### src/hw/rtl/bsd_pkg.sv
// Shared types, constants and table math for the single-bin Bloch DFT core.
package bsd_pkg;

  localparam int SAMPLE_BITS = 16;
  localparam int TWID_W      = 16;
  localparam int CHUNK_W     = 16;
  localparam int RECIP_W     = 32;
  localparam int PHASE_W     = 32;
  localparam int SCALE_SHIFT = 47;
  localparam int QUEUE_DEPTH = 4;

  localparam logic [TWID_W-1:0]      SINE_PEAK = 16'd32767;
  localparam logic [SAMPLE_BITS-1:0] SAT_MAX   = 16'h7FFF;
  localparam logic [SAMPLE_BITS-1:0] SAT_MIN   = 16'h8000;

  localparam logic [63:0] HALF_PI_Q30 = 64'd1686629713;
  localparam logic [63:0] Q30_ONE     = 64'd1 << 30;
  localparam logic [63:0] TAYLOR_DEN [6] = '{64'd156, 64'd110, 64'd72, 64'd42, 64'd20, 64'd6};

  // configuration port
  localparam int CFG_IDX_W  = 3;
  localparam int CFG_DATA_W = 32;
  localparam logic [CFG_IDX_W-1:0] CFG_K_X         = 3'd0;
  localparam logic [CFG_IDX_W-1:0] CFG_K_Y         = 3'd1;
  localparam logic [CFG_IDX_W-1:0] CFG_CELLS_X     = 3'd2;
  localparam logic [CFG_IDX_W-1:0] CFG_CELLS_Y     = 3'd3;
  localparam logic [CFG_IDX_W-1:0] CFG_RECIP_X     = 3'd4;
  localparam logic [CFG_IDX_W-1:0] CFG_RECIP_Y     = 3'd5;
  localparam logic [CFG_IDX_W-1:0] CFG_RECIP_CELLS = 3'd6;
  localparam logic [CFG_IDX_W-1:0] CFG_POINT_COUNT = 3'd7;

  typedef struct packed {
    logic signed [15:0] k_x;
    logic signed [15:0] k_y;
    logic [6:0]         cells_x;
    logic [6:0]         cells_y;
    logic [31:0]        recip_x;
    logic [31:0]        recip_y;
    logic [31:0]        recip_cells;
    logic [4:0]         point_count;
  } cfg_t;

  // one queued request from the front to the back
  typedef struct packed {
    logic signed [SAMPLE_BITS-1:0] amp_re;
    logic signed [SAMPLE_BITS-1:0] amp_im;
    logic [PHASE_W-1:0]            phase;
    logic                          used;
    logic                          last;
  } entry_t;

  // accumulator width: product, sum of two products, one frame of cells
  function automatic int acc_width(input int max_cells);
    return 2 * SAMPLE_BITS + 1 + 2 * $clog2(max_cells);
  endfunction

  // quarter-wave sine entry, Q15, from a fixed-point Taylor series
  function automatic logic [TWID_W-1:0] sine_entry(input int j, input int tab_bits);
    logic [63:0] x;
    logic [63:0] x2;
    logic [63:0] t;
    logic [63:0] s;
    logic [63:0] e;
    x  = (HALF_PI_Q30 * 64'(j)) >> tab_bits;
    x2 = (x * x) >> 30;
    t  = Q30_ONE;
    for (int n = 0; n < 6; n++) begin
      t = Q30_ONE - ((x2 * t) >> 30) / TAYLOR_DEN[n];
    end
    s = (x * t) >> 30;
    e = (s * 64'(SINE_PEAK) + (64'd1 << 29)) >> 30;
    if (e > 64'(SINE_PEAK)) begin
      e = 64'(SINE_PEAK);
    end
    return e[TWID_W-1:0];
  endfunction

endpackage

### src/hw/rtl/bsd_queue.sv
// Short request queue between the front end and the accumulate back end.
module bsd_queue import bsd_pkg::*; (
  input  logic   clk_i,
  input  logic   rst_ni,
  input  logic   push_i,
  input  entry_t entry_i,
  output logic   full_o,
  input  logic   pop_i,
  output logic   valid_o,
  output entry_t entry_o
);

  localparam int PTR_W = $clog2(QUEUE_DEPTH);
  localparam int CNT_W = $clog2(QUEUE_DEPTH + 1);

  entry_t             slots_q [QUEUE_DEPTH];
  logic [PTR_W-1:0]   wr_ptr_q;
  logic [PTR_W-1:0]   rd_ptr_q;
  logic [CNT_W-1:0]   count_q;

  assign full_o  = (count_q == CNT_W'(QUEUE_DEPTH));
  assign valid_o = (count_q != '0);
  assign entry_o = slots_q[rd_ptr_q];

  always_ff @(posedge clk_i) begin
    if (push_i) begin
      slots_q[wr_ptr_q] <= entry_i;
    end
  end

  always_ff @(posedge clk_i or negedge rst_ni) begin
    if (!rst_ni) begin
      wr_ptr_q <= '0;
      rd_ptr_q <= '0;
      count_q  <= '0;
    end else begin
      if (push_i) begin
        wr_ptr_q <= wr_ptr_q + PTR_W'(1);
      end
      if (pop_i) begin
        rd_ptr_q <= rd_ptr_q + PTR_W'(1);
      end
      if (push_i && !pop_i) begin
        count_q <= count_q + CNT_W'(1);
      end else if (pop_i && !push_i) begin
        count_q <= count_q - CNT_W'(1);
      end
    end
  end

  a_no_overflow: assert property (@(posedge clk_i) disable iff (!rst_ni)
    push_i |-> !full_o)
    else $error("request pushed into full queue");

  a_no_underflow: assert property (@(posedge clk_i) disable iff (!rst_ni)
    pop_i |-> valid_o)
    else $error("request popped from empty queue");

endmodule

### config.mk
export PLATFORM = sky130hd
export DESIGN_NAME = bsd_queue
export DESIGN_NICKNAME = d
export VERILOG_FILES = /design/src/hw/rtl/bsd_pkg.sv /design/src/hw/rtl/bsd_queue.sv
export SDC_FILE = /design/constraint.sdc
export NUM_CORES = 1
export LEC_CHECK = 0
export ABC_AREA = 1
export BUFFER_PORTS_ARGS = -buffer_cell sky130_fd_sc_hd__buf_2
export CORE_AREA = 2 2 161 163
export DETAILED_ROUTE_END_ITERATION = 8
export DIE_AREA = 0 0 163 165
export GPL_ROUTABILITY_DRIVEN = 0
export PLACE_DENSITY = 0.62
export RECOVER_POWER = 25
export SLEW_MARGIN = 20
export SYNTH_ARGS = -nofsm -noshare
export SYNTH_HDL_FRONTEND = slang
export SYNTH_SLANG_ARGS = --single-unit
export TNS_END_PERCENT = 50
### constraint.sdc
create_clock -name clk_i -period 6.52 [get_ports clk_i]
set_input_delay 0.326 -clock clk_i [delete_from_list [all_inputs] [get_ports clk_i]]
set_output_delay 0.326 -clock clk_i [all_outputs]
set_load 0.02 [all_outputs]
# [After elaboration in Yosys (flattened, before gate mapping)]
# Memory sizes are Yosys's and may differ from the RTL's.
# Index checks and enable logic that the tools add are counted.
[totals] reg_bits=7 latchBits=0 mem_bits_rw=264 rom_bits=0 inputBits=70 output_inout_bits=68 elab_cells=19 n_memories=1
[classes] add_sub_neg=4 multipliers=0 div_mod_pow=0 magnitude_cmp=0 eq_ne=1 shifts=0 n_mux=4 bitwise=0 n_reduce_logical=6
[mem_list] memory="slots_q" depth=4 width=66 rd=1 rd_ports_with_merged_regs=0 write_ports=1 line_no="bsd_queue.sv:16" rtl="entry_t slots_q [QUEUE_DEPTH];"
[ops] op="$mux W3" count=2
[ops] op="$add A2 B1 Y2 const B" count=2
[ops] op="$add A3 B1 Y3 const B" count=1
[ops] op="$eq A3 B3 Y1 const B" count=1
[ops] op="$reduce_bool A3 Y1" count=1
[ops] op="$sub A3 B1 Y3 const B" count=1
[ops] op="$logic_and A1 B1 Y1" count=2
[ops] op="$logic_not A1 Y1" count=2
[ops] op="$mux W1" count=2
[ops] op="$reduce_bool A2 Y1" count=1

# [Longest topological paths before layout]
[logic_depth] word_depth=4 mapped_depth=9 ltp_nobuf=9

# [Least setup slack after synthesis]
# Ideal clock, no wire load.
[synth_timing] path_kind="register to register" start="reg wr_ptr_q[0]" end="mem slots_q[2][0] (netlist bit), enable pin" setup_ns=0.420 arrival_ns=1.953 required_ns=6.100 setup_slack_ns=4.146 stages_incl_launch_ff=5 path_buffers=0 synth_period_minus_slack_ns=2.374 cell_sequence="dfrtp_1 > inv_1 > ha_1 > nand2_1 > inv_1"
[synth_lines] item="start, declared" line_no="bsd_queue.sv:17" rtl="logic [PTR_W-1:0] wr_ptr_q;"
[synth_lines] item="start signal, assigned" line_no="bsd_queue.sv:38" rtl="wr_ptr_q <= wr_ptr_q + PTR_W'(1);"
[synth_lines] item="end, declared" line_no="bsd_queue.sv:16"
# Straight into the memory's write port.

==> run_results.csv <==
group,metric,value,unit
yosys,synth_top_area_share,71.2,%
setup_path,worstSetupPathType,"reg2out",
drt,dr.pass1.iters,4,
yosys,synthTopCellsByArea,"edfxtp_1 71%, nand2_1 7.1%, o211ai_1 6.8%, inv_1 4.8%, o211ai_2 3.5%",
yosys,syn-instance-count,819,
setup_path,cpPeakStageDelay,0.84,ns
drt,ant_nets,0,
timing,rsz0062_at_grt,"false",
cells_and_area,antennaDiodeCount,0,
drt,avgViaCountPerCell,4.73,
placement,hpwl,11800,microns
cells_and_area,fin_nets,1072,
drt,wl_per_cell,15.5,microns
die,rows,58,
drt,drc,0,
grt,grt_pass1_vias,6175,
yosys,ys_types,20,
yosys,synth_nets,895,
power_and_ir_drop,p_leak,5.28,nW
die,start_util,44.5,%
hold_path,hp-class,"in2reg",
outcome,outcome,"finished clean",
die,core_area,25000,sq um
clock_tree,clock_latency,0.54,ns
setup_path,crit_arrival,3.16,ns
die,die-area,26900,sq um
grt,grt_overflow,0,
timing,max_freq,287,MHz
yosys,postSynthAreaPerCell,13.6,sq um
setup_path,critical_path.endpoint_type,"output port",
timing,slew_headroom,30.4,%
clock_tree,clockBufferDepth,3,
cells_and_area,fillCellCount,2115,
cells_and_area,layout-drive-gt1-share,18.4,%
grt,grt_pass1_wl,32600,microns
yosys,seq_area_frac_synth,72.8,%
clock_tree,clk_pin_slew,0.06,ns
timing,final.min_clock_period,3.49,ns
setup_path,worstPathRequired,6.19,ns
yosys,synth-main-ff-cell,"edfxtp_1",
clock_tree,cts_sinks,271,
clock_tree,htreeDepth,1,
yosys,ys_ff_latch,271,
timing,hold_violations,0,
setup_path,worstSetupStartpointType,"flop",
yosys,synthArstFlopShare,2.58,%
timing,slew_viol_final,0,
cells_and_area,area_delta_synth_final,19.0,%
clock_tree,cts-root-buf,"clkbuf_16",
timing,worst_slew_pin_slew,1.04,ns
yosys,yosysTopAreaCell,"edfxtp_1",
drt,drtIter0Drc,321,
die,ioPinCount,138,
yosys,synth_area,11100,sq um
power_and_ir_drop,ir_drop,0.299,mV
setup_path,cpMaxStageDelayCell,"dfrtp_4",
clock_tree,post_cts_resized,0,
drt,wirelength,20900,microns
timing,final.period_utilization,53.5,%
yosys,yosysWarningCount,0,
clock_tree,cts_tree,"done",
flow_run,cap_violations,0,
yosys,synth_enable_flop_cells,264,
clock_tree,post-cts-setup-buffers,0,
yosys,synth.most_common_cell,"edfxtp_1",
placement,portBuffers,137,
setup_path,cp_max_fo,67,
timing,finClkSkew,0.0185,ns
setup_path,crit_chain,"inv_2 -> buf_4 -> o211ai_1 -> nand2_1 -> buf_2",
grt,antenna_found_initial,0,
timing,setup_violations,0,
grt,grt_util_all_layers,15.6,%
power_and_ir_drop,p_per_area,464,nW/um^2
timing,timing.hold.ws,0.0689,ns
timing,finalSetupTns,0,ns
die,die_h,165,microns
yosys,yosys-top-cells-count,"264 x edfxtp_1, 212 x nand2_1, 143 x inv_1",
die,die_x,163,microns
drt,vias,6385,
clock_tree,cts_buffers,29,
grt,grt_max_degree,100,
==> final timing paths <==
path | start | end | slack, ns | cells after the start
max in group asynchronous | rst_ni | rd_ptr_q[0] | 5.97 | 2
setup / recovery | rd_ptr_q[1] | entry_o[63] | 3.03 | 5
hold reg to reg | count_q[2] | count_q[2] | 0.50 | 2
min in group asynchronous | rst_ni | wr_ptr_q[1] | 0.22 | 2
hold / removal | entry_i[20] | slots_q[0][20] | 0.07 | 1
setup reg to reg | wr_ptr_q[0] | slots_q[2][22] | 4.35 | 5
==> where the power goes <==
| part | internal (mW) | switching, mW | total (mW) |
|---|---|---|---|
| logic | 0.643 | 1.36 | 2.00 |
| registers | 2.29 | 0.263 | 2.55 |
| clock network | 0.967 | 0.634 | 1.60 |
| total | 3.90 | 2.26 | 6.15 |
==> sequential cells by signal, indices dropped and copies added, names as in the netlist <==
name / flops
slots_q: 264
count_q: 3
rd_ptr_q: 2
wr_ptr_q: 2
==> kinds of logic (layout without fill, tap and decap cells) <==
| group | after synthesis | after routing | share of synthesized area (%) |
|---|---|---|---|
| buffers and inverters | 189 | 389 | 8.53 |
| adders and majority gates | 6 | 6 | 0.741 |
| xor gates and xnor gates | 4 | 4 | 0.315 |
| AOI/OAI and AO/OA | 133 | 133 | 10.3 |
| DFF | 271 | 271 | 72.8 |
| and+or+nand+nor | 216 | 216 | 7.32 |
==> layout by cell type (no fill, tap or decap), types with 3 or more instances in the layout <==
cell             n
ha_1             5
buf_2           98
o211ai_1       101
edfxtp_1       264
bufinv_16        4
nand2_1        212
dfrtp_1          5
clkinv_2        13
clkbuf_16       29
xor2_1           3
o211ai_2        31
inv_1          139
dlygate4sd3_1   46
clkbuf_1        41
clkinv_1         8
buf_4            8
==> critical path, delay by kind of cell, from the launching register on <==
family / cells / cell delay, ns
buf+inv: 3 / 1.46
flops: 1 / 0.84
simple gates: 1 / 0.13
compound gates: 1 / 0.16
==> metrics by stage <==
stage | area (sq um) | power, mW | utilization (%) | setup slack, ns | std cells
4_1_cts | 13300 | 6.25 | 53.1 | 2.92 | 1348
5_1_grt | 13300 | 6.53 | 52.9 | 2.84 | 1349
6_report | 13300 | 6.15 | 52.9 | 3.03 | 1349
3_5_place_dp | 11900 | 4.62 | 47.5 | 3.51 | 1249
2_1_floorplan | 11100 | 4.10 | - | 4.15 | 819
3_3_place_gp | 11900 | 4.60 | 47.5 | 3.51 | 1249
==> layer usage <==
metal	track usage (%)	wire length [microns]
met1	20.0	9150
met2	26.8	10200
met3	4.04	1220
met4	3.50	398
met5	0	0
==> what timing repair did <==
| action | in CTS | in global routing |
|---|---|---|
| setup endpoints to repair | 0 | 0 |
| endpoints found under the hold margin | 179 | 4 |
| hold buffers | 45 | 1 |
==> area by class of cell <==
| type | count | area (sq um) | share of cell area, % |
|---|---|---|---|
| inverter | 144 | 546 | 4.12 |
| tap | 330 | 413 | 3.11 |
| multi-input combinational | 359 | 2080 | 15.7 |
| sequential | 271 | 8110 | 61.2 |
| clock inverter | 23 | 213 | 1.60 |
| clock buffer | 31 | 733 | 5.53 |
| timing repair buffer | 191 | 1160 | 8.73 |
(Power assumes the default switching activity.)
