## src/hw/rtl/bsd_pkg.sv

```systemverilog
// Shared types, constants and table math for the single-bin Bloch DFT core.
package bsd_pkg;

  localparam int SAMPLE_BITS = 16;
  localparam int TWID_W      = 16;
  localparam int CHUNK_W     = 16;
  localparam int RECIP_W     = 32;
  localparam int PHASE_W     = 32;
  localparam int SCALE_SHIFT = 47;
  localparam int QUEUE_DEPTH = 4;

  localparam logic [TWID_W-1:0]      SINE_PEAK = 16'd32767;
  localparam logic [SAMPLE_BITS-1:0] SAT_MAX   = 16'h7FFF;
  localparam logic [SAMPLE_BITS-1:0] SAT_MIN   = 16'h8000;

  localparam logic [63:0] HALF_PI_Q30 = 64'd1686629713;
  localparam logic [63:0] Q30_ONE     = 64'd1 << 30;
  localparam logic [63:0] TAYLOR_DEN [6] = '{64'd156, 64'd110, 64'd72, 64'd42, 64'd20, 64'd6};

  // configuration port
  localparam int CFG_IDX_W  = 3;
  localparam int CFG_DATA_W = 32;
  localparam logic [CFG_IDX_W-1:0] CFG_K_X         = 3'd0;
  localparam logic [CFG_IDX_W-1:0] CFG_K_Y         = 3'd1;
  localparam logic [CFG_IDX_W-1:0] CFG_CELLS_X     = 3'd2;
  localparam logic [CFG_IDX_W-1:0] CFG_CELLS_Y     = 3'd3;
  localparam logic [CFG_IDX_W-1:0] CFG_RECIP_X     = 3'd4;
  localparam logic [CFG_IDX_W-1:0] CFG_RECIP_Y     = 3'd5;
  localparam logic [CFG_IDX_W-1:0] CFG_RECIP_CELLS = 3'd6;
  localparam logic [CFG_IDX_W-1:0] CFG_POINT_COUNT = 3'd7;

  typedef struct packed {
    logic signed [15:0] k_x;
    logic signed [15:0] k_y;
    logic [6:0]         cells_x;
    logic [6:0]         cells_y;
    logic [31:0]        recip_x;
    logic [31:0]        recip_y;
    logic [31:0]        recip_cells;
    logic [4:0]         point_count;
  } cfg_t;

  // one queued request from the front to the back
  typedef struct packed {
    logic signed [SAMPLE_BITS-1:0] amp_re;
    logic signed [SAMPLE_BITS-1:0] amp_im;
    logic [PHASE_W-1:0]            phase;
    logic                          used;
    logic                          last;
  } entry_t;

  // accumulator width: product, sum of two products, one frame of cells
  function automatic int acc_width(input int max_cells);
    return 2 * SAMPLE_BITS + 1 + 2 * $clog2(max_cells);
  endfunction

  // quarter-wave sine entry, Q15, from a fixed-point Taylor series
  function automatic logic [TWID_W-1:0] sine_entry(input int j, input int tab_bits);
    logic [63:0] x;
    logic [63:0] x2;
    logic [63:0] t;
    logic [63:0] s;
    logic [63:0] e;
    x  = (HALF_PI_Q30 * 64'(j)) >> tab_bits;
    x2 = (x * x) >> 30;
    t  = Q30_ONE;
    for (int n = 0; n < 6; n++) begin
      t = Q30_ONE - ((x2 * t) >> 30) / TAYLOR_DEN[n];
    end
    s = (x * t) >> 30;
    e = (s * 64'(SINE_PEAK) + (64'd1 << 29)) >> 30;
    if (e > 64'(SINE_PEAK)) begin
      e = 64'(SINE_PEAK);
    end
    return e[TWID_W-1:0];
  endfunction

endpackage

```

## src/hw/rtl/bsd_finish.sv

```systemverilog
// Frame finish: scale by recip_cells over chunked multiplies, round, saturate, output register.
module bsd_finish import bsd_pkg::*; #(
  parameter int  MAX_CELLS = 64,
  localparam int ACCW      = acc_width(MAX_CELLS)
) (
  input  logic                          clk_i,
  input  logic                          rst_ni,
  input  logic                          start_i,
  input  logic signed [ACCW-1:0]        acc_re_i,
  input  logic signed [ACCW-1:0]        acc_im_i,
  input  logic [RECIP_W-1:0]            recip_cells_i,
  output logic                          busy_o,
  output logic                          out_valid_o,
  input  logic                          out_stall_i,
  output logic signed [SAMPLE_BITS-1:0] bloch_re_o,
  output logic signed [SAMPLE_BITS-1:0] bloch_im_o,
  output logic                          clipped_o
);

  localparam int NCH   = (ACCW + CHUNK_W - 1) / CHUNK_W;
  localparam int MW    = NCH * CHUNK_W;
  localparam int PW    = MW + RECIP_W;
  localparam int QW    = PW - SCALE_SHIFT;
  localparam int CNT_W = $clog2(NCH + 1);
  localparam int PPW   = CHUNK_W + RECIP_W;

  localparam logic [1:0] ST_IDLE = 2'd0;
  localparam logic [1:0] ST_MUL  = 2'd1;
  localparam logic [1:0] ST_RND  = 2'd2;

  logic [1:0]       state_q;
  logic [CNT_W-1:0] cnt_q;
  logic             neg_re_q;
  logic             neg_im_q;
  logic [MW-1:0]    mag_re_q;
  logic [MW-1:0]    mag_im_q;
  logic [PW-1:0]    prod_re_q;
  logic [PW-1:0]    prod_im_q;
  logic             out_valid_q;
  logic [SAMPLE_BITS-1:0] out_re_q;
  logic [SAMPLE_BITS-1:0] out_im_q;
  logic             out_clip_q;

  logic [ACCW-1:0]  abs_re;
  logic [ACCW-1:0]  abs_im;
  logic [PPW-1:0]   pp_re;
  logic [PPW-1:0]   pp_im;
  logic [PW-1:0]    rnd_re;
  logic [PW-1:0]    rnd_im;
  logic [SAMPLE_BITS:0] sat_re;
  logic [SAMPLE_BITS:0] sat_im;
  logic             out_free;
  logic             out_load;

  // {clip, value}: apply sign and clamp to Q1.15
  function automatic logic [SAMPLE_BITS:0] sat_part(input logic neg, input logic [QW-1:0] q);
    logic [QW-1:0]          lim;
    logic [SAMPLE_BITS-1:0] val;
    logic                   clip;
    lim  = QW'(1) << (SAMPLE_BITS - 1);
    clip = 1'b0;
    if (neg) begin
      if (q > lim) begin
        val  = SAT_MIN;
        clip = 1'b1;
      end else begin
        val = '0 - q[SAMPLE_BITS-1:0];
      end
    end else begin
      if (q > lim - QW'(1)) begin
        val  = SAT_MAX;
        clip = 1'b1;
      end else begin
        val = q[SAMPLE_BITS-1:0];
      end
    end
    return {clip, val};
  endfunction

  assign abs_re = acc_re_i[ACCW-1] ? ACCW'('0 - acc_re_i) : ACCW'(acc_re_i);
  assign abs_im = acc_im_i[ACCW-1] ? ACCW'('0 - acc_im_i) : ACCW'(acc_im_i);

  // top chunk first, so each step is shift-and-add
  assign pp_re = mag_re_q[MW-1 -: CHUNK_W] * recip_cells_i;
  assign pp_im = mag_im_q[MW-1 -: CHUNK_W] * recip_cells_i;

  // round half away from zero on the magnitude
  assign rnd_re = prod_re_q + (PW'(1) << (SCALE_SHIFT - 1));
  assign rnd_im = prod_im_q + (PW'(1) << (SCALE_SHIFT - 1));
  assign sat_re = sat_part(neg_re_q, rnd_re[PW-1:SCALE_SHIFT]);
  assign sat_im = sat_part(neg_im_q, rnd_im[PW-1:SCALE_SHIFT]);

  assign out_free = !out_valid_q || !out_stall_i;
  assign out_load = (state_q == ST_RND) && out_free;
  assign busy_o   = (state_q != ST_IDLE);

  always_ff @(posedge clk_i or negedge rst_ni) begin
    if (!rst_ni) begin
      state_q     <= ST_IDLE;
      cnt_q       <= '0;
      out_valid_q <= 1'b0;
    end else begin
      case (state_q)
        ST_IDLE: begin
          if (start_i) begin
            state_q <= ST_MUL;
            cnt_q   <= CNT_W'(NCH - 1);
          end
        end
        ST_MUL: begin
          if (cnt_q == '0) begin
            state_q <= ST_RND;
          end else begin
            cnt_q <= cnt_q - CNT_W'(1);
          end
        end
        ST_RND: begin
          if (out_free) begin
            state_q <= ST_IDLE;
          end
        end
        default: begin
          state_q <= ST_IDLE;
        end
      endcase
      if (out_load) begin
        out_valid_q <= 1'b1;
      end else if (!out_stall_i) begin
        out_valid_q <= 1'b0;
      end
    end
  end

  always_ff @(posedge clk_i) begin
    if (state_q == ST_IDLE && start_i) begin
      neg_re_q  <= acc_re_i[ACCW-1];
      neg_im_q  <= acc_im_i[ACCW-1];
      mag_re_q  <= MW'(abs_re);
      mag_im_q  <= MW'(abs_im);
      prod_re_q <= '0;
      prod_im_q <= '0;
    end else if (state_q == ST_MUL) begin
      mag_re_q  <= mag_re_q << CHUNK_W;
      mag_im_q  <= mag_im_q << CHUNK_W;
      prod_re_q <= (prod_re_q << CHUNK_W) + PW'(pp_re);
      prod_im_q <= (prod_im_q << CHUNK_W) + PW'(pp_im);
    end
    if (out_load) begin
      out_re_q   <= sat_re[SAMPLE_BITS-1:0];
      out_im_q   <= sat_im[SAMPLE_BITS-1:0];
      out_clip_q <= sat_re[SAMPLE_BITS] || sat_im[SAMPLE_BITS];
    end
  end

  assign out_valid_o = out_valid_q;
  assign bloch_re_o  = out_re_q;
  assign bloch_im_o  = out_im_q;
  assign clipped_o   = out_clip_q;

  a_start_when_idle: assert property (@(posedge clk_i) disable iff (!rst_ni)
    start_i |-> state_q == ST_IDLE)
    else $error("frame finish requested while scaling unit busy");

  a_clip_means_rail: assert property (@(posedge clk_i) disable iff (!rst_ni)
    out_valid_o && clipped_o |-> bloch_re_o == SAT_MAX || bloch_re_o == SAT_MIN
                                 || bloch_im_o == SAT_MAX || bloch_im_o == SAT_MIN)
    else $error("clipped flagged without a saturated part");

endmodule

```

## config.mk

```make
export PLATFORM = sky130hd
export DESIGN_NAME = bsd_finish
export DESIGN_NICKNAME = d
export VERILOG_FILES = /design/src/hw/rtl/bsd_pkg.sv /design/src/hw/rtl/bsd_finish.sv
export SDC_FILE = /design/constraint.sdc
export NUM_CORES = 2
export LEC_CHECK = 0
export ABC_AREA = 1
export BUFFER_PORTS_ARGS = -buffer_cell sky130_fd_sc_hd__buf_2
export CORE_UTILIZATION = 56
export CTS_CLUSTER_SIZE = 30
export DETAILED_ROUTE_END_ITERATION = 10
export PLACE_DENSITY_LB_ADDON = 0.2
export SLEW_MARGIN = 10
export SYNTH_ARGS = -nofsm -noshare
export SYNTH_HDL_FRONTEND = slang
export SYNTH_SLANG_ARGS = --single-unit
```

## constraint.sdc

```tcl
create_clock -name clk_i -period 7.8 [get_ports clk_i]
set_input_delay 1.56 -clock clk_i [delete_from_list [all_inputs] [get_ports clk_i]]
set_output_delay 1.56 -clock clk_i [all_outputs]
set_load 0.02 [all_outputs]
```

---- Word level (Yosys, flattened, before mapping) ----
Index checks and enable logic that the tools add are counted.
Widths: inputs -> output; s select.
storage, ports and cells
  register bits after elaboration ......... 296
  logic and storage cells ................. 76
  output and inout bits ................... 35
  bits of input ports ..................... 126
operators by class
  reduce and logical (&&, ||, !) cells .... 13
  multipliers ............................. 2
  multiplexer cells ....................... 27
  add/sub/neg operators ................... 9
  magnitude comparators ................... 4
  equal/unequal tests ..................... 7
operators by type and width
  cell                    number
  $mux 45                 6
  $add 80x47->80 const B  2
  $add 80x48->80          2
  $mul 16x32->48          2
  $mux 16                 6
  $sub 1x45->45 const A   2
  $gt 33x15->1 const B    2
  $gt 33x16->1 const B    2
  $sub 1x16->16 const A   2
  $mux 2                  5
  $mux 1                  8
  $ne 2x2->1 const B      4
  $pmux 2 s3              1
  $reduce_and 3->1        2
  $reduce_bool 2->1       3
  $logic_not 2->1         2
  $pmux 2 s2              1
  $eq 2x1->1 const B      1
  $eq 2x2->1 const B      1
  $logic_and 1x1->1       2
  $logic_not 1->1         2
  $logic_or 1x1->1        2
  $ne 2x1->1 const B      1
  $sub 2x1->2 const B     1

---- Depth between registers and ports, before layout ----
  depth in word-level cells ............... 5
  mapped depth ............................ 32

---- Worst setup path after synthesis ----
OpenSTA, ideal clock, no wires.
  path type ............................... input to register
  from .................................... input port recip_cells_i[25]
  to ...................................... register prod_re_q[78]
  cell stages on the path ................. 27
  setup slack ............................. 973 ps
  arrival ................................. 6699 ps
  library setup time ...................... 128 ps
  required time ........................... 7672 ps
  buffers on the path ..................... 1
  cell sequence ........................... clkbuf_1 -> nand2_1 -> fa_1 -> inv_1 -> fa_1 -> inv_1 -> fa_1 -> inv_1 -> fa_1 -> fa_1 -> inv_1 -> fa_1 -> inv_1 -> ha_1 -> nand2_1 -> nor2_1 -> inv_1 -> nor2_1 -> inv_1 -> nor3_1 -> inv_1 -> nor3_1 -> nand2_1 -> nand2_1 -> nand3_1 -> nand2_1 -> a21oi_1
on the way
  longest elaborated chain between the ends .. 2
RTL lines
  what                  RTL line           RTL
  start, declared       bsd_finish.sv:11   input logic [RECIP_W-1:0] recip_cells_i,
  $mul 16x32->48        bsd_finish.sv:84   assign pp_re = mag_re_q[MW-1 -: CHUNK_W] * recip_cells_i;
  $add 80x48->80        bsd_finish.sv:145  prod_re_q <= (prod_re_q << CHUNK_W) + PW'(pp_re);
  end signal, assigned  bsd_finish.sv:145
  end, declared         bsd_finish.sv:37   logic [PW-1:0] prod_re_q;
Every way passes these cells.
A chain may end at the register's enable or synchronous reset.

---- Final worst setup path ----
  from .................................... input port recip_cells_i[11]
  to ...................................... register prod_re_q[70]
The elaborated chain is that of the path after synthesis.

==> summary.md <==
| Metric | Value |
|---|---|
| CTS tree | `done` |
| Detailed Place HPWL | `150 mm` |
| Most used DFF post-synth | `dfxtp_1` |
| Number of global-route vias before repair | `52,300` |
| Top area cells in the synthesized netlist | `fa_1, inv_1, nand2_1` |
| First-pass GRT wire length | `293 mm` |
| Fill cells | `9,476` |
| Final Cycle Share | `94.4%` |
| CP max FO | `19` |
| Post-CTS Hold Buffers | `0` |
| WP depth | `26` |
| Setup violations, final | `0` |
| GRT overflow | `0` |
| Setup bufs post-CTS | `0` |
| Initial antenna violation count | `11` |
| Nets@finish | `9,602` |
| Hold depth | `1` |
| Max-cap violation count | `0` |
| Die height | `321 um` |
| PortBufs | `160` |
| Cell variety after synth | `54` |
| Synthesized flop and latch total | `296` |
| Final hold violations | `0` |
| Inserted Clock Buffers | `39` |
| Total of cells resized after clock tree synthesis | `0` |
| Worst Setup End Kind | `flop` |
| Bufs and invs on worst path | `7` |
| Total Wirelength | `185 mm` |
| DRT Pass-1 Iters | `7` |
| Max Slew Vio Count | `0` |
| Vias | `52,000` |
| Mean Syn Cell Area | `7.04 sq um` |
| Fin util | `61.9%` |
| Fmax | `136 MHz` |
| Total core area | `100,000 sq um` |
| Synth cell count leaders | `inv_1, nand2_1, fa_1` |
| Initial DRC Count | `4,768` |
| Final Cell Area | `62,200 sq um` |
| Syn_nets | `9,386` |
| Largest net degree at the start of global routing | `92` |
| HP Class | `reg -> reg` |
| Sequential area share after synthesis | `12.7%` |
| Clk_lat worst skew | `0.61 ns` |
| Worst Tran Pin Value | `1.13 ns` |
| Cell family with most CP delay | `adder cells` |
| Root Buffer | `clkbuf_16` |
| Layout cells sized above 1 | `7.89%` |
| Area Growth Syn to Fin | `9.34%` |
| FP Rows | `116` |
| Most common cell on crit path | `nand2_1` |
| Synth warnings | `0` |
| DRC Markers | `0` |
| Synth Instances | `8,079` |
| Die width | `321 um` |
| Post-synth EDFFs | `125` |
| Die Footprint | `103,000 sq um` |
| Worst path slowest cell | `fa_1` |
| Setup TNS | `0 ns` |
| RePlAce Congestion | `1.03` |
| Via/cell ratio | `5.36` |
| Data arrival, critical path | `7.87 ns` |
| H-tree levels | `2` |
| Initial Util | `56.6%` |
| Top-Level Pins | `161` |
| Clock transition at path regs | `0.06 ns` |
| Worst Setup Start Kind | `input pin` |
| Synth top area share | `31.7%` |
| Critical path class | `in -> reg` |
| RSZ-0062 raised after global routing | `false` |
| Status | `complete, no violations` |
| Cell area after synthesis | `56,900 sq um` |
| Ys async rst share | `1.69%` |
| Worst rel slew slack | `24.6%` |
| DRT antenna net count | `0` |
| Sinks on Clock Net | `296` |
| Worst path required time | `8.30 ns` |
| Yosys top cell by area | `fa_1` |
| Worst path max stage delay | `0.58 ns` |
| Clock buffer depth | `3` |
| Top-count cell post-synth | `inv_1` |
| Gr usage total | `36.7%` |
| Post-DP Area | `60,900 sq um` |
| Worst Reg-to-Reg Cells | `26` |
| Setup Skew | `0.0315 ns` |
| Avg WL per Cell | `19.1 um` |
| Tmin final | `7.36 ns` |
==> area by class of cell <==
class	count	area, sq um	share of cell area, %
clock inverter	17	163	0.261
multi-input combinational	5330	40500	65.1
timing repair buffer	461	3390	5.45
antenna	5	12.5	0.0201
sequential	296	7200	11.6
inverter	2167	8140	13.1
tap	1357	1700	2.73
clock buffer	55	1120	1.80
==> flip-flops by register name, indices dropped and copies added (netlist names), 2 cells and up <==
register and cells:
prod_im_q 80, prod_re_q 80, mag_im_q 48, mag_re_q 48, bloch_im_o 16, bloch_re_o 16, cnt_q 2, state_q 2
==> stage by stage <==
step / instances / hold slack (ns) / setup WS (ns)
6_report: 9688 / 0.468 / 0.436
5_1_grt: 9686 / 0.501 / 0.0838
4_1_cts: 9682 / 0.472 / 0.547
3_5_place_dp: 9610 / 0.455 / -0.0671
3_3_place_gp: 9610 / 0.444 / -0.0499
2_1_floorplan: 8079 / 0.433 / 0.973
==> layout by cell type, fill, tap and decap left out, types with 166 or more instances in the layout <==
master,netlist,layout
nand3_1,310,310
buf_4,1,274
nand2_1,2103,2102
a21oi_1,308,307
fa_1,900,900
nor2_1,566,564
o21ai_0,246,246
ha_1,281,281
dfxtp_1,166,166
inv_1,2155,2152
==> kinds of logic after synthesis <==
group	synth area share [%]
xor gates and xnor gates	2.22
adders and majority gates	37.8
DFF	12.7
buffers and inverters	16.2
and+or+nand+nor	24.2
AOI/OAI and AO/OA	6.87
==> metal layers <==
metal	vias up	GRT usage, %	part of all wire, %
met2	2279	57.6	45
li1	24200	-	-
met4	12	11.4	3.2
met5	-	0	0.042
met3	324	6.06	8.8
met1	25100	51.9	43
==> worst register-to-register path, delay by kind of cell, from the launching register on <==
| kind | cells | cell delay (ns) |
|---|---|---|
| and+or+nand+nor | 12 | 1.73 |
| DFF | 1 | 0.89 |
| adders and majority gates | 7 | 3.58 |
| buffers and inverters | 7 | 0.82 |
==> path summary, 6_finish.rpt <==
path,start,end,slack [ns]
worst max register to register,mag_re_q[42]$_DFFE_PP_,prod_re_q[70]$_SDFFE_PP0P_,0.65
worst min register to register,mag_re_q[29]$_DFFE_PP_,mag_re_q[45]$_SDFFE_PP0P_,0.47
worst min-delay path,mag_re_q[29]$_DFFE_PP_,mag_re_q[45]$_SDFFE_PP0P_,0.47
min in group asynchronous,rst_ni,cnt_q[0]$_DFFE_PN0P_,0.78
worst max-delay path,recip_cells_i[11],prod_re_q[70]$_SDFFE_PP0P_,0.44
max in group asynchronous,rst_ni,state_q[1]$_DFFE_PN0P_,6.88
Power is not shown: default switching activity piles up to over one toggle a cycle in this logic, so the estimate is an artifact.
