### config.mk
export PLATFORM = sky130hd
export DESIGN_NAME = bsd_front
export DESIGN_NICKNAME = d
export VERILOG_FILES = /design/src/hw/rtl/bsd_pkg.sv /design/src/hw/rtl/bsd_front.sv
export SDC_FILE = /design/constraint.sdc
export NUM_CORES = 2
export LEC_CHECK = 0
export BUFFER_PORTS_ARGS = -buffer_cell sky130_fd_sc_hd__buf_2
export CORE_UTILIZATION = 53
export CTS_CLUSTER_DIAMETER = 200
export CTS_CLUSTER_SIZE = 24
export DETAILED_ROUTE_END_ITERATION = 7
export PLACE_DENSITY = 0.77
export SYNTH_ARGS = -nofsm -noshare
export SYNTH_HDL_FRONTEND = slang
export SYNTH_SLANG_ARGS = --single-unit
### constraint.sdc
create_clock -name clk_i -period 7.1 [get_ports clk_i]
set_clock_uncertainty 0.05 [all_clocks]
set_input_delay 0 -clock clk_i [delete_from_list [all_inputs] [get_ports clk_i]]
set_output_delay 0 -clock clk_i [all_outputs]
set_load 0.02 [all_outputs]
### src/hw/rtl/bsd_pkg.sv
// Shared types, constants and table math for the single-bin Bloch DFT core.
package bsd_pkg;

  localparam int SAMPLE_BITS = 16;
  localparam int TWID_W      = 16;
  localparam int CHUNK_W     = 16;
  localparam int RECIP_W     = 32;
  localparam int PHASE_W     = 32;
  localparam int SCALE_SHIFT = 47;
  localparam int QUEUE_DEPTH = 4;

  localparam logic [TWID_W-1:0]      SINE_PEAK = 16'd32767;
  localparam logic [SAMPLE_BITS-1:0] SAT_MAX   = 16'h7FFF;
  localparam logic [SAMPLE_BITS-1:0] SAT_MIN   = 16'h8000;

  localparam logic [63:0] HALF_PI_Q30 = 64'd1686629713;
  localparam logic [63:0] Q30_ONE     = 64'd1 << 30;
  localparam logic [63:0] TAYLOR_DEN [6] = '{64'd156, 64'd110, 64'd72, 64'd42, 64'd20, 64'd6};

  // configuration port
  localparam int CFG_IDX_W  = 3;
  localparam int CFG_DATA_W = 32;
  localparam logic [CFG_IDX_W-1:0] CFG_K_X         = 3'd0;
  localparam logic [CFG_IDX_W-1:0] CFG_K_Y         = 3'd1;
  localparam logic [CFG_IDX_W-1:0] CFG_CELLS_X     = 3'd2;
  localparam logic [CFG_IDX_W-1:0] CFG_CELLS_Y     = 3'd3;
  localparam logic [CFG_IDX_W-1:0] CFG_RECIP_X     = 3'd4;
  localparam logic [CFG_IDX_W-1:0] CFG_RECIP_Y     = 3'd5;
  localparam logic [CFG_IDX_W-1:0] CFG_RECIP_CELLS = 3'd6;
  localparam logic [CFG_IDX_W-1:0] CFG_POINT_COUNT = 3'd7;

  typedef struct packed {
    logic signed [15:0] k_x;
    logic signed [15:0] k_y;
    logic [6:0]         cells_x;
    logic [6:0]         cells_y;
    logic [31:0]        recip_x;
    logic [31:0]        recip_y;
    logic [31:0]        recip_cells;
    logic [4:0]         point_count;
  } cfg_t;

  // one queued request from the front to the back
  typedef struct packed {
    logic signed [SAMPLE_BITS-1:0] amp_re;
    logic signed [SAMPLE_BITS-1:0] amp_im;
    logic [PHASE_W-1:0]            phase;
    logic                          used;
    logic                          last;
  } entry_t;

  // accumulator width: product, sum of two products, one frame of cells
  function automatic int acc_width(input int max_cells);
    return 2 * SAMPLE_BITS + 1 + 2 * $clog2(max_cells);
  endfunction

  // quarter-wave sine entry, Q15, from a fixed-point Taylor series
  function automatic logic [TWID_W-1:0] sine_entry(input int j, input int tab_bits);
    logic [63:0] x;
    logic [63:0] x2;
    logic [63:0] t;
    logic [63:0] s;
    logic [63:0] e;
    x  = (HALF_PI_Q30 * 64'(j)) >> tab_bits;
    x2 = (x * x) >> 30;
    t  = Q30_ONE;
    for (int n = 0; n < 6; n++) begin
      t = Q30_ONE - ((x2 * t) >> 30) / TAYLOR_DEN[n];
    end
    s = (x * t) >> 30;
    e = (s * 64'(SINE_PEAK) + (64'd1 << 29)) >> 30;
    if (e > 64'(SINE_PEAK)) begin
      e = 64'(SINE_PEAK);
    end
    return e[TWID_W-1:0];
  endfunction

endpackage

### src/hw/rtl/bsd_front.sv
// Front end: accepts amplitudes, tracks point/cell position and phase, queues work.
module bsd_front import bsd_pkg::*; #(
  parameter int MAX_CELLS = 64,
  parameter int MAX_POINT = 16
) (
  input  logic                          clk_i,
  input  logic                          rst_ni,
  input  cfg_t                          cfg_i,
  input  logic                          in_valid_i,
  output logic                          in_stall_o,
  input  logic signed [SAMPLE_BITS-1:0] amp_re_i,
  input  logic signed [SAMPLE_BITS-1:0] amp_im_i,
  input  logic                          q_full_i,
  output logic                          push_o,
  output entry_t                        entry_o
);

  localparam int PIW = (MAX_POINT > 1) ? $clog2(MAX_POINT) : 1;
  localparam int PCW = PIW + 1;
  localparam int CIW = $clog2(MAX_CELLS);
  localparam int CCW = CIW + 1;

  logic [PIW-1:0]     point_idx_q;
  logic [CIW-1:0]     col_idx_q;
  logic [CIW-1:0]     row_idx_q;
  logic [PHASE_W-1:0] col_phase_q;
  logic [PHASE_W-1:0] row_phase_q;

  logic [PCW-1:0]     pc;
  logic [CCW-1:0]     ex;
  logic [CCW-1:0]     ey;
  logic [PCW-1:0]     pt_inc;
  logic [CCW-1:0]     col_inc;
  logic [CCW-1:0]     row_inc;
  logic               pt_wrap;
  logic               col_wrap;
  logic               row_wrap;
  logic               accept;
  logic               last;
  logic [PHASE_W-1:0] kx_ext;
  logic [PHASE_W-1:0] ky_ext;
  logic [PHASE_W-1:0] step_x;
  logic [PHASE_W-1:0] step_y;

  // extents clamped to [1, max]
  always_comb begin
    if (cfg_i.point_count == '0) begin
      pc = PCW'(1);
    end else if (32'(cfg_i.point_count) > MAX_POINT) begin
      pc = PCW'(MAX_POINT);
    end else begin
      pc = PCW'(cfg_i.point_count);
    end
    if (cfg_i.cells_x == '0) begin
      ex = CCW'(1);
    end else if (32'(cfg_i.cells_x) > MAX_CELLS) begin
      ex = CCW'(MAX_CELLS);
    end else begin
      ex = CCW'(cfg_i.cells_x);
    end
    if (cfg_i.cells_y == '0) begin
      ey = CCW'(1);
    end else if (32'(cfg_i.cells_y) > MAX_CELLS) begin
      ey = CCW'(MAX_CELLS);
    end else begin
      ey = CCW'(cfg_i.cells_y);
    end
  end

  assign pt_inc   = PCW'(point_idx_q) + PCW'(1);
  assign col_inc  = CCW'(col_idx_q) + CCW'(1);
  assign row_inc  = CCW'(row_idx_q) + CCW'(1);
  // >= so a counter left above a shrunken extent wraps at its next advance
  assign pt_wrap  = pt_inc >= pc;
  assign col_wrap = col_inc >= ex;
  assign row_wrap = row_inc >= ey;
  assign last     = pt_wrap && col_wrap && row_wrap;

  // phase step per cell, mod 2^32
  assign kx_ext = {{(PHASE_W-16){cfg_i.k_x[15]}}, cfg_i.k_x};
  assign ky_ext = {{(PHASE_W-16){cfg_i.k_y[15]}}, cfg_i.k_y};
  assign step_x = kx_ext * cfg_i.recip_x;
  assign step_y = ky_ext * cfg_i.recip_y;

  assign in_stall_o = q_full_i;
  assign accept     = in_valid_i && !q_full_i;

  assign entry_o.amp_re = amp_re_i;
  assign entry_o.amp_im = amp_im_i;
  assign entry_o.phase  = col_phase_q + row_phase_q;
  assign entry_o.used   = (point_idx_q == '0);
  assign entry_o.last   = last;
  // elements off point index 0 only matter when they close the frame
  assign push_o = accept && (entry_o.used || last);

  always_ff @(posedge clk_i or negedge rst_ni) begin
    if (!rst_ni) begin
      point_idx_q <= '0;
      col_idx_q   <= '0;
      row_idx_q   <= '0;
      col_phase_q <= '0;
      row_phase_q <= '0;
    end else if (accept) begin
      if (!pt_wrap) begin
        point_idx_q <= pt_inc[PIW-1:0];
      end else begin
        point_idx_q <= '0;
        if (!col_wrap) begin
          col_idx_q   <= col_inc[CIW-1:0];
          col_phase_q <= col_phase_q + step_x;
        end else begin
          col_idx_q   <= '0;
          col_phase_q <= '0;
          if (!row_wrap) begin
            row_idx_q   <= row_inc[CIW-1:0];
            row_phase_q <= row_phase_q + step_y;
          end else begin
            row_idx_q   <= '0;
            row_phase_q <= '0;
          end
        end
      end
    end
  end

  a_frame_restart: assert property (@(posedge clk_i) disable iff (!rst_ni)
    accept && last |=> point_idx_q == '0 && col_idx_q == '0 && row_idx_q == '0
                       && col_phase_q == '0 && row_phase_q == '0)
    else $error("position counters not cleared after frame end");

endmodule

Word level (Yosys, flattened, before mapping)
Index checks and enable logic that the tools add are counted.
{"block": "word_totals", "romBits": 0, "ram_bits": 0, "n_memories": 0, "elab_cells": 42, "latch_bits": 0, "register_bits": 80, "in_bits": 183}
{"block": "classes", "magnitude_cmp": 6, "div_mod_pow": 0, "n_reduce_logical": 12, "n_shift": 0, "eq_ne": 0, "n_mux": 11, "n_addsub": 6, "n_bitwise": 0, "mul": 2}
{"operator": "32-bit adder", "count": 3}
{"operator": "16-bit by 32-bit multiplier with 32-bit output", "count": 2}
{"operator": "32-bit 2-to-1 mux", "count": 2}
{"operator": "7-bit 2-to-1 mux", "count": 4}
{"operator": "6-bit by 1-bit adder with 7-bit output, second input constant", "count": 2}
{"operator": "7-bit >= comparator", "count": 2}
{"operator": "7-bit > comparator, second input constant", "count": 2}
{"operator": "7-bit logical NOT", "count": 2}
{"operator": "6-bit 2-to-1 mux", "count": 2}
{"operator": "5-bit 2-to-1 mux", "count": 2}
{"operator": "4-bit by 1-bit adder with 5-bit output, second input constant", "count": 1}
{"operator": "5-bit >= comparator", "count": 1}
{"operator": "5-bit > comparator, second input constant", "count": 1}
{"operator": "5-bit logical NOT", "count": 1}
{"operator": "1-bit logical AND", "count": 4}
{"operator": "4-bit logical NOT", "count": 1}
{"operator": "4-bit 2-to-1 mux", "count": 1}
{"operator": "3-bit AND reduction", "count": 1}
{"operator": "2-bit AND reduction", "count": 1}
{"operator": "1-bit logical NOT", "count": 1}
{"operator": "1-bit logical OR", "count": 1}

Logic depth before layout (Yosys ltp)
{"block": "logic_depth", "depth_word": 8, "ltp_mapped": 25, "mapped_depth_nobuf": 23}

Worst setup path after synthesis
Ideal clock, no wire load.
{"block": "synth_path", "kind": "input-to-reg", "from": "input port cfg_i[117] (netlist bit)", "to": "register row_phase_q[30]", "setup_slack_ns": 1.122, "path_buffers": 2, "cell_stages": 22, "t_required_ns": 6.915, "setup_ns": 0.135, "t_arrival_ns": 5.793, "path_cell_list": "clkbuf_1 -> clkbuf_1 -> nand2_1 -> fa_1 -> fa_1 -> fa_1 -> fa_1 -> inv_1 -> fa_1 -> inv_1 -> fa_1 -> inv_1 -> ha_1 -> a21o_1 -> a2111oi_0 -> o21ai_1 -> a311o_1 -> a21oi_2 -> o21ai_1 -> a31oi_1 -> xor2_1 -> o31ai_1"}
{"block": "synth_via", "elab_chain_cells": 3}
{"item": "from (decl)", "line_no": "bsd_front.sv:8", "text": "input cfg_t cfg_i,"}
{"item": "16-bit by 32-bit multiplier with 32-bit output", "line_no": "bsd_front.sv:83", "text": "assign step_y = ky_ext * cfg_i.recip_y;"}
{"item": "32-bit adder", "line_no": "bsd_front.sv:116", "text": "row_phase_q <= row_phase_q + step_y;"}
{"item": "32-bit 2-to-1 mux", "line_no": "bsd_front.sv:114", "text": "if (!row_wrap) begin"}
{"item": "to (signal assigned)", "line_no": "bsd_front.sv:116"}
{"item": "to (decl)", "line_no": "bsd_front.sv:27", "text": "logic [PHASE_W-1:0] row_phase_q;"}
No other way between the ends.
A chain may end at the register's enable or synchronous reset.

Worst setup path in the final report
{"block": "layout_path", "from": "input port cfg_i[133] (netlist bit)", "to": "register col_phase_q[30]"}
{"block": "layout_via", "elab_chain_cells": 3}
{"item": "16-bit by 32-bit multiplier with 32-bit output", "line_no": "bsd_front.sv:82", "text": "assign step_x = kx_ext * cfg_i.recip_x;"}
{"item": "32-bit adder", "line_no": "bsd_front.sv:110", "text": "col_phase_q <= col_phase_q + step_x;"}
{"item": "32-bit 2-to-1 mux", "line_no": "bsd_front.sv:108", "text": "if (!col_wrap) begin"}
{"item": "to (signal assigned)", "line_no": "bsd_front.sv:110"}
{"item": "to (decl)", "line_no": "bsd_front.sv:26", "text": "logic [PHASE_W-1:0] col_phase_q;"}
No other way between the ends.

==> metrics.md <==
| Metric | Value |
|---|---|
| Status | `finished clean` |
| Max Cap Violations | `0` |
| Synthesized area | `about 31000 um2` |
| Cell count after synthesis | `between 3000 and 4000` |
| Die width | `between 200 and 250 um` |
| PortBufs | `about 150` |
| Clock Root Buffer | `clkbuf_16` |
| Kind of critical path | `in -> reg` |
| Core area | `between 50000 and 60000 um2` |
| Final Setup Violations | `0` |
| TritonCTS clock tree | `done` |
| Vias post-DR | `roughly 23000` |
| Async set-reset flop share out of synthesis | `100.0%` |
| Synth Register Bits | `80` |
| Max Root-Sink Buffers | `2` |
| First-pass GRT wire length | `between 100000 and 150000 um` |
| Primary FF master, synth | `dfrtp_1` |
| Setup TNS | `0 ns` |
| Area contributors post-synth | `fa_1, ha_1, inv_1` |
| Top-count cell post-synth | `inv_1` |
| Layout cell share with drive strength beyond 1 | `between 5 and 6%` |
| Fmax | `around 0.16 GHz` |
| Clk_lat worst skew | `0.36 ns` |
| Initial DRC Count | `1353` |
| Syn_nets | `between 4000 and 5000` |
| CTS sink cnt | `80` |
| Die Height | `243.9 um` |
| Die area | `~59000 um2` |
| WHS Path Cells | `4` |
| Slew @ Worst Pin | `~1.1 ns` |
| Post-synthesis sequential area ratio | `6.456%` |
| Crit. End Element | `flip-flop` |
| Initial Utilization | `53.64%` |
| Clk pin slew, worst setup/hold paths | `roughly 0.060 ns` |
| DRT Pass-1 Iters | `6` |
| Hold Path Class | `in -> reg` |
| Final #Nets | `between 4000 and 5000` |
| Final number of hold-violating endpoints | `0` |
| DRC | `0` |
| Hold Startpoint | `q_full_i` |
| DP HPWL | `between 50000 and 60000 um` |
| Global-route usage over all layers | `between 20 and 30%` |
| Final min period | `between 6 and 7 ns` |
| Mapped Avg Cell Area | `about 8.8 um2` |
| Initial antenna violation count | `1` |
| Total Wirelength | `around 71000 um` |
| RSZ-0062 raised after global routing | `no` |
| Top cells by count, synth | `inv_1, fa_1, nand2_1` |
| Yosys cell types | `between 70 and 80` |
| RR Startpoint | `row_phase_q[11]` |
| Reg-to-Reg End | `row_phase_q[30]` |
| Synth top area share | `43.19%` |
| Worst Path Arrival | `approximately 6.4 ns` |
| FF-to-FF setup slack | `between 1.5 and 2 ns` |
| Post-synth EDFFs | `0` |
| Vias/cell | `5.339` |
| Area grow syn2layout | `5.585%` |
| Worst hold endpoint | `point_idx_q[3]` |
| # H-tree levels | `3` |
| Routability cong. | `0.8768` |
| PostCTS Resize Cnt | `0` |
| Yosys Warn Count | `0` |
| Worst slew margin | `23.57%` |
| WL per Instance | `16.35 um` |
| CP Launch Type | `input pin` |
| Antenna viol nets, final | `0` |
| CP Max Fanout | `30` |
| Tcrit/Tclk final | `between 80% and 90%` |
| CTS buffer count | `9` |
| Number of global-route vias before repair | `between 20000 and 25000` |
| I/O pins | `approximately 250` |
| Largest net degree at the start of global routing | `just over 80` |
| Worst r2r path cells | `17` |
| Gr ovfl total | `0` |
| Pins Over Slew Limit | `0` |
| Site Rows | `slightly below 90` |
| Crit path required time | `approximately 7.3 ns` |
| Largest area contributor in the netlist | `fa_1` |
[repair_timing]
item | 4_1_cts | 5_1_grt
endpoints found under the hold margin | 114 | 0
buffers inserted | 0 | 0
hold buffers | 35 | 0
[registers in the layout (all words and copies together) (netlist names)]
name / count
col_idx_q: 6
col_phase_q: 32
point_idx_q: 4
row_idx_q: 6
row_phase_q: 32
[per-layer routing]
layer  up-vias  GRT usage, %  wire, um
met2       664         43.46     35600
met5         -             0         0
met3       146         2.776      3787
met4         0         8.125      2343
li1      10580             -         -
met1     11850         33.41     29440
[cells by family (layout without fill, tap and decap cells)]
| kind of cell | after synthesis | in the layout | synth area share (%) |
|---|---|---|---|
| xor gates and xnor gates | 146 | 146 | 4.124 |
| DFF | 80 | 80 | 6.456 |
| adders and majority gates | 917 | 917 | 53.20 |
| muxes | 4 | 4 | 0.1412 |
| buffers and inverters | 995 | 1039 | 12.47 |
| and+or+nand+nor | 1080 | 1080 | 16.46 |
| AOI/OAI and AO/OA | 320 | 320 | 7.154 |
| other | 0 | 1 | 0 |
[metrics by stage]
| step | hold WS [ns] | area [um2] | utilization, % | setup slack [ns] | std cells |
|---|---|---|---|---|---|
| after CTS | 0.0004926 | 32740 | 56.63 | 0.9584 | 4351 |
| after detailed placement | -0.04986 | 32100 | 55.53 | 0.5847 | 4301 |
| after global routing | 0.03755 | 32740 | 56.63 | 0.5080 | 4351 |
| after global placement | -0.04986 | 32100 | 55.53 | 0.6569 | 4301 |
| final | 0.009983 | 32740 | 56.64 | 0.9189 | 4352 |
| after floorplan | -0.3456 | 31010 | - | 1.122 | 3542 |
[worst max-delay path by stage]
stage	from	end	slack [ns]	cells after the start
3_5_place_dp	cfg_i[133]	col_phase_q[30]	0.58	21
3_3_place_gp	cfg_i[133]	col_phase_q[28]	0.66	21
6_report	cfg_i[133]	col_phase_q[30]	0.92	21
4_1_cts	cfg_i[133]	col_phase_q[30]	0.96	21
2_1_floorplan	cfg_i[117]	row_phase_q[30]	1.12	22
5_1_grt	cfg_i[133]	col_phase_q[28]	0.51	21
[critical path, stage by stage]
cell	delay [ns]
buf_2	0.50
nand2_1	0.16
fa_1	0.52
fa_1	0.58
fa_1	0.45
fa_1	0.55
inv_1	0.05
fa_1	0.49
inv_1	0.05
fa_1	0.50
inv_1	0.05
ha_1	0.34
a21o_1	0.18
a211oi_1	0.24
o2bb2ai_1	0.12
a21oi_2	0.16
o221ai_1	0.28
or4_1	0.61
a311oi_2	0.24
xor2_1	0.09
o31ai_1	0.18
[area by class of cell]
type / count / area (um2)
multi-input cells: 2467 / 25150
fillers: 5091 / 25070
inverters: 820 / 3078
flip-flops and latches: 80 / 2002
repair buffers: 204 / 1261
well taps: 765 / 957.2
clock buffers: 10 / 229.0
clock inverters: 5 / 58.81
diodes: 1 / 2.502
[layout by cell type (no fill, tap or decap), drive strengths merged, types with 3 or more instances in the layout]
master,netlist,layout
o21a,16,16
and4,3,3
nand2,571,571
a31oi,10,10
nand4,5,5
a21oi,65,65
a21o,46,46
clkbuf,134,10
nand2b,25,25
nor2b,13,13
buf,41,169
a211oi,10,10
mux2,3,3
nand3,18,18
a211o,5,5
o41ai,4,4
fa,669,669
and3,10,10
o21ai,62,62
o21bai,5,5
nor3,20,20
or4,3,3
o22ai,3,3
or3,3,3
dlygate4sd3,0,35
xnor2,100,100
o211ai,6,6
ha,248,248
a22o,21,21
nor3b,3,3
a311oi,3,3
o31ai,36,36
a31o,3,3
xor2,46,46
and2,317,317
a2111oi,3,3
inv,820,820
dfrtp,80,80
o311ai,4,4
nor2,81,81
Power is left out: the tool's default activity adds up to more than one toggle a clock period on the data nets, which glitch-free logic cannot reach.
